### src/hdl/fsw_pkg.sv
// ----------------------------------------------------------------------------
// fsw_pkg: shared definitions for the sample window FIR filter
// Default sizes, the Q1.15 coefficient table and the control group that the
// sequencer hands to the multiply-accumulate unit.
// ----------------------------------------------------------------------------
package fsw_pkg;

    // Default sizes of the filter.
    localparam int FSW_TAPS         = 51;
    localparam int FSW_SAMPLE_WIDTH = 16;
    localparam int FSW_COEF_WIDTH   = 16;

    // The nonzero part of the coefficient table is symmetric: half of it is stored.
    localparam int FSW_BASE_FRAC    = 15;
    localparam int FSW_HALF_TAPS    = 11;
    localparam int FSW_NONZERO_TAPS = 21;

    localparam logic signed [31:0] FSW_BASE_COEF [FSW_HALF_TAPS] = '{
        32'sd31, 32'sd108, 32'sd147, -32'sd48, -32'sd568, -32'sd1056,
        -32'sd677, 32'sd1297, 32'sd4632, 32'sd7886, 32'sd9246
    };

    // Control from the sequencer to the multiply-accumulate unit.
    typedef struct packed {
        logic clr;     // clear the accumulator for a new request
        logic mul_en;  // form one product this cycle
    } t_mac_ctrl;

    // Coefficient of tap j, oldest sample first, scaled to cw bits with
    // cw-1 fraction bits. Narrower formats round half up.
    function automatic logic signed [31:0] fsw_coef(input int unsigned j,
                                                    input int unsigned cw);
        int unsigned      k;
        logic signed [31:0] c;
        k = 0;
        c = '0;
        if (j >= FSW_NONZERO_TAPS) begin
            return '0;
        end
        k = (j < FSW_HALF_TAPS) ? j : (FSW_NONZERO_TAPS - 1 - j);
        c = FSW_BASE_COEF[k];
        if (cw - 1 >= FSW_BASE_FRAC) begin
            return c <<< (cw - 1 - FSW_BASE_FRAC);
        end
        return (c + (32'sd1 <<< (FSW_BASE_FRAC - cw))) >>> (FSW_BASE_FRAC + 1 - cw);
    endfunction

endpackage

### src/hdl/fsw_sample_if.sv
// ----------------------------------------------------------------------------
// fsw_sample_if: input channel of the sample window FIR filter
// Valid/ready handshake carrying one signed temperature sample per request.
// ----------------------------------------------------------------------------
interface fsw_sample_if #(
    parameter int WIDTH = 16
) ();
    logic                    valid;
    logic                    ready;
    logic signed [WIDTH-1:0] sample;

    modport source (output valid, output sample, input ready);
    modport sink   (input valid, input sample, output ready);
endinterface

### src/hdl/fsw_filtered_if.sv
// ----------------------------------------------------------------------------
// fsw_filtered_if: output channel of the sample window FIR filter
// Valid/ready handshake carrying one filtered temperature per request.
// ----------------------------------------------------------------------------
interface fsw_filtered_if #(
    parameter int WIDTH = 16
) ();
    logic                    valid;
    logic                    ready;
    logic signed [WIDTH-1:0] filtered;

    modport source (output valid, output filtered, input ready);
    modport sink   (input valid, input filtered, output ready);
endinterface

### src/hdl/fir_sample_window_filter_core.sv
// ----------------------------------------------------------------------------
// fir_sample_window_filter_core: FIR filter over a window of samples
// A chain of sample cells rotates past a single multiply-accumulate unit.
// ----------------------------------------------------------------------------
// Each request carries one Q8.8 temperature sample. It is shifted into the
// tail of a chain of TAPS cells, dropping the oldest sample, and the chain
// then rotates once all the way round, presenting the samples oldest first
// to one multiply-accumulate unit that applies the Q1.(COEF_WIDTH-1)
// coefficients. The sum is rounded half up and saturated to the sample
// width. One request occupies the block while the single multiplier visits
// each cell in turn; the next sample is taken as soon as the result is in
// the output register, even if that result has not yet been collected.
// ----------------------------------------------------------------------------
module fir_sample_window_filter_core
    import fsw_pkg::*;
#(
    parameter int TAPS         = FSW_TAPS,
    parameter int SAMPLE_WIDTH = FSW_SAMPLE_WIDTH,
    parameter int COEF_WIDTH   = FSW_COEF_WIDTH
) (
    input  logic           i_clk,
    input  logic           i_rst_n,
    fsw_sample_if.sink     i_sample_ch,
    fsw_filtered_if.source o_filtered_ch
);

    localparam int CNT_W = $clog2(TAPS);

    localparam logic [1:0] S_IDLE  = 2'd0;
    localparam logic [1:0] S_MAC   = 2'd1;
    localparam logic [1:0] S_DRAIN = 2'd2;
    localparam logic [1:0] S_DONE  = 2'd3;

    logic [1:0]                     r_state;
    logic [1:0]                     n_state;
    logic [CNT_W-1:0]               r_cnt;
    logic [CNT_W-1:0]               n_cnt;
    logic                           r_out_valid;
    logic signed [SAMPLE_WIDTH-1:0] r_out_data;

    logic                           w_accept;
    logic                           w_shift;
    logic                           w_out_free;
    logic signed [SAMPLE_WIDTH-1:0] w_cell [TAPS];
    logic signed [SAMPLE_WIDTH-1:0] w_tail_in;
    logic signed [COEF_WIDTH-1:0]   w_coef;
    logic signed [SAMPLE_WIDTH-1:0] w_result;
    t_mac_ctrl                      w_mac_ctrl;

    // Handshake: a new sample is taken only between requests.
    assign i_sample_ch.ready = (r_state == S_IDLE);
    assign w_accept          = i_sample_ch.valid && i_sample_ch.ready;
    assign w_out_free        = !r_out_valid || o_filtered_ch.ready;

    // The chain moves on acceptance (shift in) and while rotating.
    assign w_shift   = w_accept || (r_state == S_MAC);
    assign w_tail_in = (r_state == S_IDLE) ? i_sample_ch.sample : w_cell[0];

    // Chain of sample cells; cell 0 holds the oldest sample.
    for (genvar g = 0; g < TAPS; g++) begin : g_cell
        fsw_cell #(
            .SAMPLE_WIDTH(SAMPLE_WIDTH)
        ) u_cell (
            .i_clk  (i_clk),
            .i_rst_n(i_rst_n),
            .i_shift(w_shift),
            .i_data ((g == TAPS - 1) ? w_tail_in : w_cell[(g + 1) % TAPS]),
            .o_data (w_cell[g])
        );
    end

    // Sequencer: one rotation step per tap, then drain and finish.
    always_comb begin
        n_state = r_state;
        n_cnt   = r_cnt;
        case (r_state)
            S_IDLE: begin
                if (w_accept) begin
                    n_state = S_MAC;
                    n_cnt   = '0;
                end
            end
            S_MAC: begin
                if (r_cnt == CNT_W'(TAPS - 1)) begin
                    n_state = S_DRAIN;
                    n_cnt   = '0;
                end else begin
                    n_cnt = r_cnt + 1'b1;
                end
            end
            S_DRAIN: begin
                n_state = S_DONE;
            end
            S_DONE: begin
                if (w_out_free) begin
                    n_state = S_IDLE;
                end
            end
            default: begin
                n_state = S_IDLE;
                n_cnt   = '0;
            end
        endcase
    end

    always_ff @(posedge i_clk) begin
        if (!i_rst_n) begin
            r_state <= S_IDLE;
            r_cnt   <= '0;
        end else begin
            r_state <= n_state;
            r_cnt   <= n_cnt;
        end
    end

    // Coefficient for the tap now at the head of the chain.
    assign w_coef = COEF_WIDTH'(fsw_coef(32'(r_cnt), COEF_WIDTH));

    assign w_mac_ctrl.clr    = w_accept;
    assign w_mac_ctrl.mul_en = (r_state == S_MAC);

    fsw_mac #(
        .TAPS        (TAPS),
        .SAMPLE_WIDTH(SAMPLE_WIDTH),
        .COEF_WIDTH  (COEF_WIDTH)
    ) u_mac (
        .i_clk   (i_clk),
        .i_rst_n (i_rst_n),
        .i_ctrl  (w_mac_ctrl),
        .i_sample(w_cell[0]),
        .i_coef  (w_coef),
        .o_result(w_result)
    );

    // Output register: holds the result until the sink takes it.
    always_ff @(posedge i_clk) begin
        if (!i_rst_n) begin
            r_out_valid <= 1'b0;
        end else if (r_state == S_DONE && w_out_free) begin
            r_out_valid <= 1'b1;
        end else if (o_filtered_ch.ready) begin
            r_out_valid <= 1'b0;
        end
    end

    always_ff @(posedge i_clk) begin
        if (r_state == S_DONE && w_out_free) begin
            r_out_data <= w_result;
        end
    end

    assign o_filtered_ch.valid    = r_out_valid;
    assign o_filtered_ch.filtered = r_out_data;

    // The tap counter only runs during the rotation.
    a_cnt_idle: assert property (@(posedge i_clk) disable iff (!i_rst_n)
        (r_state != S_MAC) |-> (r_cnt == '0))
        else $error("tap counter moved outside the rotation");

    // An accepted sample always starts a rotation.
    a_accept_starts: assert property (@(posedge i_clk) disable iff (!i_rst_n)
        w_accept |=> (r_state == S_MAC))
        else $error("accepted sample did not start a rotation");

    // Finishing a request always leaves a result in the output register.
    a_done_output: assert property (@(posedge i_clk) disable iff (!i_rst_n)
        (r_state == S_DONE && n_state == S_IDLE) |=> r_out_valid)
        else $error("finished request produced no result");

    // No new sample is taken while the rotation is in progress.
    a_no_accept_busy: assert property (@(posedge i_clk) disable iff (!i_rst_n)
        (r_state == S_MAC || r_state == S_DRAIN) |-> !w_accept)
        else $error("sample accepted during a rotation");

endmodule

### src/hdl/fsw_cell.sv
// ----------------------------------------------------------------------------
// fsw_cell: one sample slot of the window chain
// Holds one sample and loads the sample on its input whenever the chain moves.
// ----------------------------------------------------------------------------
module fsw_cell
    import fsw_pkg::*;
#(
    parameter int SAMPLE_WIDTH = FSW_SAMPLE_WIDTH
) (
    input  logic                           i_clk,
    input  logic                           i_rst_n,
    input  logic                           i_shift,
    input  logic signed [SAMPLE_WIDTH-1:0] i_data,
    output logic signed [SAMPLE_WIDTH-1:0] o_data
);

    logic signed [SAMPLE_WIDTH-1:0] r_data;

    // The window starts empty, so every slot resets to zero.
    always_ff @(posedge i_clk) begin
        if (!i_rst_n) begin
            r_data <= '0;
        end else if (i_shift) begin
            r_data <= i_data;
        end
    end

    assign o_data = r_data;

endmodule

### src/hdl/fsw_mac.sv
// ----------------------------------------------------------------------------
// fsw_mac: multiply-accumulate unit with rounding and saturation
// One registered product per cycle while mul_en is set, into an exact
// accumulator; the rounded, saturated sum is offered combinationally.
// ----------------------------------------------------------------------------
module fsw_mac
    import fsw_pkg::*;
#(
    parameter int TAPS         = FSW_TAPS,
    parameter int SAMPLE_WIDTH = FSW_SAMPLE_WIDTH,
    parameter int COEF_WIDTH   = FSW_COEF_WIDTH
) (
    input  logic                           i_clk,
    input  logic                           i_rst_n,
    input  t_mac_ctrl                      i_ctrl,
    input  logic signed [SAMPLE_WIDTH-1:0] i_sample,
    input  logic signed [COEF_WIDTH-1:0]   i_coef,
    output logic signed [SAMPLE_WIDTH-1:0] o_result
);

    localparam int PROD_W = SAMPLE_WIDTH + COEF_WIDTH;
    localparam int ACC_W  = PROD_W + $clog2(TAPS);

    localparam logic signed [ACC_W-1:0] HALF_LSB =
        ACC_W'(1) <<< (COEF_WIDTH - 2);
    localparam logic signed [ACC_W-1:0] SAT_HI =
        {{(ACC_W - SAMPLE_WIDTH + 1){1'b0}}, {(SAMPLE_WIDTH - 1){1'b1}}};
    localparam logic signed [ACC_W-1:0] SAT_LO = ~SAT_HI;

    logic signed [PROD_W-1:0] r_prod;
    logic                     r_prod_v;
    logic signed [ACC_W-1:0]  r_acc;
    logic signed [ACC_W-1:0]  w_round;

    // Product stage: one sample times one coefficient per cycle while mul_en is set.
    always_ff @(posedge i_clk) begin
        if (!i_rst_n) begin
            r_prod_v <= 1'b0;
        end else begin
            r_prod_v <= i_ctrl.mul_en;
        end
    end

    always_ff @(posedge i_clk) begin
        if (i_ctrl.mul_en) begin
            r_prod <= i_sample * i_coef;
        end
    end

    // Accumulator: cleared when a new request starts, then sums the products.
    always_ff @(posedge i_clk) begin
        if (!i_rst_n) begin
            r_acc <= '0;
        end else if (i_ctrl.clr) begin
            r_acc <= '0;
        end else if (r_prod_v) begin
            r_acc <= r_acc + ACC_W'(r_prod);
        end
    end

    // Round half up to the sample format and clamp to its limits.
    assign w_round = (r_acc + HALF_LSB) >>> (COEF_WIDTH - 1);

    always_comb begin
        if (w_round > SAT_HI) begin
            o_result = SAT_HI[SAMPLE_WIDTH-1:0];
        end else if (w_round < SAT_LO) begin
            o_result = SAT_LO[SAMPLE_WIDTH-1:0];
        end else begin
            o_result = w_round[SAMPLE_WIDTH-1:0];
        end
    end

endmodule

### src/flat_wrapper.sv
// flat-port wrapper written by rule: the top's interface ports become plain ports
module fir_sample_window_filter_core_flat import fsw_pkg::*;
#(
    parameter int TAPS         = FSW_TAPS,
    parameter int SAMPLE_WIDTH = FSW_SAMPLE_WIDTH,
    parameter int COEF_WIDTH   = FSW_COEF_WIDTH
)
  (i_clk, i_rst_n, i_sample_ch_valid, i_sample_ch_sample, i_sample_ch_ready, o_filtered_ch_valid, o_filtered_ch_filtered, o_filtered_ch_ready);
  fsw_sample_if #(.WIDTH((FSW_SAMPLE_WIDTH))) i_sample_ch_i ();
  fsw_filtered_if #(.WIDTH((FSW_SAMPLE_WIDTH))) o_filtered_ch_i ();
  input  logic i_clk;
  input  logic i_rst_n;
  input wire logic [$bits(i_sample_ch_i.valid)-1:0] i_sample_ch_valid;
  input wire logic [$bits(i_sample_ch_i.sample)-1:0] i_sample_ch_sample;
  output wire logic [$bits(i_sample_ch_i.ready)-1:0] i_sample_ch_ready;
  output wire logic [$bits(o_filtered_ch_i.valid)-1:0] o_filtered_ch_valid;
  output wire logic [$bits(o_filtered_ch_i.filtered)-1:0] o_filtered_ch_filtered;
  input wire logic [$bits(o_filtered_ch_i.ready)-1:0] o_filtered_ch_ready;
  assign i_sample_ch_i.valid = i_sample_ch_valid;
  assign i_sample_ch_i.sample = i_sample_ch_sample;
  assign i_sample_ch_ready = i_sample_ch_i.ready;
  assign o_filtered_ch_valid = o_filtered_ch_i.valid;
  assign o_filtered_ch_filtered = o_filtered_ch_i.filtered;
  assign o_filtered_ch_i.ready = o_filtered_ch_ready;
  fir_sample_window_filter_core #(.TAPS(TAPS), .SAMPLE_WIDTH(SAMPLE_WIDTH), .COEF_WIDTH(COEF_WIDTH)) u_core (.i_clk(i_clk), .i_rst_n(i_rst_n), .i_sample_ch(i_sample_ch_i), .o_filtered_ch(o_filtered_ch_i));
endmodule
### config.mk
export PLATFORM = sky130hd
export DESIGN_NAME = fir_sample_window_filter_core_flat
export DESIGN_NICKNAME = d
export VERILOG_FILES = /design/src/hdl/fsw_pkg.sv /design/src/hdl/fsw_sample_if.sv /design/src/hdl/fsw_filtered_if.sv /design/src/hdl/fir_sample_window_filter_core.sv /design/src/hdl/fsw_cell.sv /design/src/hdl/fsw_mac.sv /design/src/flat_wrapper.sv
export SDC_FILE = /design/constraint.sdc
export NUM_CORES = 2
export LEC_CHECK = 0
export ABC_AREA = 1
export BUFFER_PORTS_ARGS = -buffer_cell sky130_fd_sc_hd__buf_2
export CORE_MARGIN = 8
export CORE_UTILIZATION = 65
export CTS_BUF_LIST = sky130_fd_sc_hd__clkbuf_4
export CTS_CLUSTER_DIAMETER = 100
export CTS_CLUSTER_SIZE = 40
export DETAILED_ROUTE_END_ITERATION = 8
export GPL_TIMING_DRIVEN = 0
export PLACE_DENSITY_LB_ADDON = 0.3
export REMOVE_ABC_BUFFERS = 1
export SLEW_MARGIN = 25
export SYNTH_ARGS = -nofsm -noshare
export SYNTH_HDL_FRONTEND = slang
export SYNTH_HIERARCHICAL = 1
export SYNTH_SLANG_ARGS = --single-unit
### constraint.sdc
create_clock -name i_clk -period 21.2 [get_ports i_clk]
set_clock_uncertainty 0.2 [all_clocks]
set_input_delay 6.36 -clock i_clk [delete_from_list [all_inputs] [get_ports i_clk]]
set_output_delay 6.36 -clock i_clk [all_outputs]
set_load 0.1 [all_outputs]
* Yosys cells after proc, flatten, opt, wreduce, memory -nomap -nowiden
Memory sizes are Yosys's and may differ from the RTL's.
Index checks and enable logic that the tools add are counted.
** Cells by class
- $add $sub $neg :: 4
- Multiply operators :: 1
- $lt $le $gt $ge :: 5
- Eq/ne operators :: 7
- Muxes and demuxes :: 17
- Bitwise operators :: 2
- Reduce and logical (&&, ||, !) cells :: 11
** Operators with widths (number)
- two-way mux 16 bit :: 6
- adder 38 x 16 -> 38 bit (second input constant) :: 1
- adder 38 x 32 -> 38 bit :: 1
- >= comparator 33 x 5 -> 1 bit (second input constant) :: 1
- NOT 32 -> 33 bit :: 1
- multiplier 16 x 16 -> 32 bit :: 1
- two-way mux 32 bit :: 1
- > comparator 23 x 16 -> 1 bit (second input constant) :: 1
- less-than comparator 23 x 16 -> 1 bit (second input constant) :: 1
- two-way mux 6 bit :: 2
- one-hot mux 6 bit (2 select lines) :: 1
- one-hot mux 2 bit (4 select lines) :: 1
- subtractor 5 x 6 -> 7 bit (first input constant) :: 1
- adder 6 x 1 -> 6 bit (second input constant) :: 1
- == test 6 bit (second input constant) :: 1
- >= comparator 6 x 5 -> 1 bit (second input constant) :: 1
- less-than comparator 6 x 4 -> 1 bit (second input constant) :: 1
- two-way mux 2 bit :: 3
- == test 2 bit (second input constant) :: 2
- != test 2 x 1 -> 1 bit (second input constant) :: 2
- nonzero test 2 bit :: 2
- two-way mux 1 bit :: 3
- AND reduction 3 bit :: 1
- == test 2 x 1 -> 1 bit (second input constant) :: 1
- 8 further kinds :: 10
** Word-level totals
- Flip-flop bits (word level) :: 912
- ROM bits :: 512
- Memories :: 1
** Memories
- (no name shown) :: words 16, bits a word 32, read ports 1, clocked after memory_dff 0, write ports 0, RTL line fsw_pkg.sv:41 : c = FSW_BASE_COEF[k];

* Depth between registers and ports, before layout
- Word-level depth :: 8
- Mapped depth :: 36

* Hierarchy
Netlist, hierarchy kept.
** Modules (own cells, without submodules)
- fsw_cell :: instances 51, cells each 101, area each 674.4 sq um, seq. area each 320.3 sq um
- fsw_mac :: instances 1, cells each 2284, area each 16399.5 sq um, seq. area each 1741.7 sq um
- fir_sample_window_filter_core :: instances 1, cells each 221, area each 1666.6 sq um, seq. area each 660.6 sq um

* Least setup slack after synthesis
Ideal clock, no wire load.
- Path kind :: in2reg
- Start :: input port i_sample_ch_valid
- End :: register u_core.g_cell[0].u_cell.r_data[14]
- Library setup time :: 115 ps
- Arrival time :: 13302 ps
- Slack :: 7584 ps
- Stages :: 6
- Buffers on the path :: 1
- Cells stage by stage :: nand2_1 nand2_1 buf_6 nand2_1 nand2_1 nor2_2
** On the way
- Longest elaborated chain between the ends :: 2
** RTL lines
- from (decl) :: RTL line flat_wrapper.sv:13 : input wire logic [$bits(i_sample_ch_i.valid)-1:0] i_sample_ch_valid;
- logical AND 1 bit :: RTL line fir_sample_window_filter_core.sv:52 : assign w_accept = i_sample_ch.valid && i_sample_ch.ready;
- logical OR 1 bit :: RTL line fir_sample_window_filter_core.sv:56 : assign w_shift = w_accept || (r_state == S_MAC);
- net u_core.w_shift :: RTL line fir_sample_window_filter_core.sv:42 : logic w_shift;
- to (signal assigned) :: RTL line fsw_cell.sv:24 : r_data <= i_data;
- to (decl) :: RTL line fsw_cell.sv:17 : logic signed [SAMPLE_WIDTH-1:0] r_data;
The timed path passes the listed nets, and every way through them passes these cells.
A chain may end at the register's enable or synchronous reset.

* Final worst setup path
- Start :: input port i_rst_n
- End :: register u_core.u_mac.r_acc[18]
** On the way
- Longest elaborated chain between the ends :: 2
** RTL lines
- from (decl) :: RTL line flat_wrapper.sv:12 : input logic i_rst_n;
- NOT 1 bit (no line)
- OR reduction 2 bit (no line)
- to (signal assigned) :: RTL line fsw_mac.sv:57 : r_acc <= r_acc + ACC_W'(r_prod);
- to (decl) :: RTL line fsw_mac.sv:32 : logic signed [ACC_W-1:0] r_acc;
Every way passes these cells.

==> impl_metrics.env <==
export IMPL_synthSimpleGateAreaFrac=0.320
export IMPL_rsz0062_at_grt="false"
export IMPL_hold_violations=0
export IMPL_fin_crit_sh=0.435
export IMPL_die_area_mm2=0.0901
export IMPL_area_growth_pct=0.441
export IMPL_cts_tree="built"
export IMPL_synth_top_family_by_area="simple AND/OR/NAND/NOR gates"
export IMPL_drive_above_1_share=0.0482
export IMPL_synth_edf_count=48
export IMPL_tns_ns=0
export IMPL_yosys_top_cells_area="dfxtp_1, nand2_1, nor2_1, inv_1, fa_1"
export IMPL_ys_flop_type="dfxtp_1"
export IMPL_synth_compound_area_frac=0.0235
export IMPL_die_h_um=300
export IMPL_fp_dieW_um=300
export IMPL_cp_arrival_ns=9.88
export IMPL_setup_worst_path_end_class="flip-flop"
export IMPL_startpoint_type="input pin"
export IMPL_min_from="u_core/g_cell[49].u_cell/o_data[8]"
export IMPL_synthMuxAreaShare=0
export IMPL_finalSetupViolations=0
export IMPL_clkTransAtPathRegs_ns=0.35
export IMPL_path_max_fanout=120
export IMPL_synth_top_area_frac=0.330
export IMPL_yosysWarningCount=6
export IMPL_ys_ff_latch=912
export IMPL_critPathKind="input pin to flip-flop"
export IMPL_r2r_start="u_core/r_cnt[0]"
export IMPL_cts_root_buf="clkbuf_4"
export IMPL_status="complete, no violations"
export IMPL_place_congestion=0.912
export IMPL_hp_class="flip-flop to flip-flop"
export IMPL_grt_pass1_vias=36500
export IMPL_syn_area_per_cell_um2=6.85
export IMPL_gr_usage_all_layers=0.210
export IMPL_fin_nets=7841
export IMPL_ant_nets=0
export IMPL_overflow=0
export IMPL_whs_endpoint="u_core/g_cell[48].u_cell/o_data[8]"
export IMPL_cap_violations=0
export IMPL_grt_max_degree=121
export IMPL_route_detailed_drc=0
export IMPL_ys_async_sr_fraction=0
export IMPL_worstSkewPairLatency_ns=1.04
export IMPL_cts_hold_buf=0
export IMPL_synth_cells=7656
export IMPL_cts_setup_buffers=0
export IMPL_antenna_found_initial=2
export IMPL_grt_pass1_wl_um=166000
export IMPL_r2r_end="u_core/u_mac/r_prod[27]"
export IMPL_yosysMostFrequentCell="nand2_1"
export IMPL_synthXorXnorAreaFrac=0.0115
export IMPL_viasPerCell=4.69
export IMPL_rr_worst_depth=29
export IMPL_critPathSlowestCell="nor2_1"
export IMPL_netlist_area_mm2=0.0525
export IMPL_dr_pass1_iters=6
export IMPL_timing_final_ws_setup_ns=11.99
export IMPL_synth_fa_ha_area_frac=0.131
export IMPL_wire_per_inst_um=11.3
export IMPL_num_rows=104
export IMPL_synthDistinctLibCells=46
export IMPL_clock_path_buffers=3
export IMPL_num_vias=39900
export IMPL_slew_headroom=0.311
export IMPL_ys_top_cells_by_count="nand2_1, nor2_1, inv_1, dfxtp_1, fa_1"
export IMPL_start_util=0.654
export IMPL_coreArea_mm2=0.0802
export IMPL_max_stage_delay_ns=0.67
export IMPL_io_buffers=37
export IMPL_required_ns=21.86
export IMPL_ios=38
export IMPL_slew_viol_final=0
export IMPL_hold_ws_ns=0.226
export IMPL_cpMostUsedCell="buf_16"
export IMPL_cts_buffers=30
export IMPL_cts_sinks=912
export IMPL_tightest_slew_ns=1.03
export IMPL_yosysTopAreaCell="dfxtp_1"
export IMPL_drtIter0Drc=2428
export IMPL_post_place_ws_ns=10.97
export IMPL_hpwl_um=69600
export IMPL_drt_wl_total_um=95700
export IMPL_timing_fmax_mhz=109
export IMPL_rrSetupSlack_ns=12.68
export IMPL_yosysSeqAreaShare=0.357
export IMPL_hold_depth=4
export IMPL_htree_levels=1
export IMPL_cts_resized_gates=0
export IMPL_min_period_ns=9.21
export IMPL_crit_chain="buf_8 -> buf_16 -> buf_16 -> buf_16 -> inv_1 -> nor2_1 -> inv_2 -> nor2_1 -> o21ai_0 -> inv_1"
## metal layers
layer  vias up  GRT usage  share of wire
li1      21400          -              -
met2       533      0.352           0.45
met5         -          0              0
met1     17800      0.292           0.49
met4         0     0.0480          0.022
met3       114     0.0239          0.040
## final cells by class
| type | instances | area, um^2 |
|---|---|---|
| clock buffers | 32 | 240 |
| fillers | 7344 | 27500 |
| inverters | 1474 | 5530 |
| clock inverters | 12 | 243 |
| repair buffers | 75 | 1070 |
| flip-flops and latches | 912 | 18700 |
| well taps | 1060 | 1330 |
| multi-input cells | 4936 | 25500 |
| diodes | 4 | 10.0 |
## state kept, by name, indices dropped and copies added (netlist names)
signal                         count
u_core/g_cell.u_cell/o_data      816
u_core/o_filtered_ch.filtered     16
u_core/o_filtered_ch.valid         1
u_core/r_cnt                       6
u_core/r_state                     2
u_core/u_mac/r_acc                38
u_core/u_mac/r_prod               32
u_core/u_mac/r_prod_v              1
## per-stage QoR
step	area (um^2)	cells	util
floorplan	49800	7322	-
global placement	51300	8419	0.640
detailed placement	52200	8457	0.651
CTS	52700	8501	0.657
global route	52700	8502	0.657
finish	52700	8505	0.657
## critical path, delay by kind of cell
kind	cells	cell delay, ns
buf+inv	7	2.26
simple gates	2	0.86
compound gates	1	0.10
## cells in the final DEF, fill, tap and decap left out, types with 3 or more instances in the layout
cell and n:
nand2_1 2283, nor2_1 1645, inv_1 1461, dfxtp_1 861, fa_1 263, nor2_2 158
ha_1 127, a21oi_1 105, nand3_1 83, o21ai_0 57, xor2_1 49, edfxtp_1 48
buf_2 36, clkbuf_4 32, nand2_2 28, nand4_1 20, buf_16 20, xnor2_1 18
buf_12 14, o21bai_1 14, nor3_1 12, inv_2 11, a21o_1 11, or2_2 7
a21oi_2 6, nand2_4 6, o221ai_1 6, nor3_2 6, diode_2 4, clkinv_16 4
o21ai_2 4, buf_6 4, nor4_1 4, clkinv_1 3, dfxtp_2 3, a21boi_0 3
a31oi_1 3
## how the worst max path moves through the flow
stage          cells after the start  slack, ns              start                            endpoint
6_report                          10      11.99            i_rst_n              u_core/u_mac/r_acc[18]
5_1_grt                           10      11.81            i_rst_n              u_core/u_mac/r_acc[18]
4_1_cts                            3      11.52  u_core/r_state[1]                   i_sample_ch_ready
3_5_place_dp                      10      10.97            i_rst_n              u_core/u_mac/r_acc[16]
3_3_place_gp                       6     -22.13  i_sample_ch_valid  u_core/g_cell[15].u_cell/o_data[0]
2_1_floorplan                      4     -11.70  i_sample_ch_valid  u_core/g_cell[0].u_cell/o_data[14]
## cell families (layout without fill, tap and decap cells)
kind of cell | count (synthesis) | in the layout
AOI/OAI and AO/OA | 217 | 217
xor gates and xnor gates | 68 | 68
adders and majority gates | 392 | 392
buffers and inverters | 1808 | 1593
DFF | 912 | 912
other | 0 | 4
and+or+nand+nor | 4259 | 4259
Power is not shown: default switching activity piles up to over one toggle a cycle in this logic, so the estimate is an artifact.
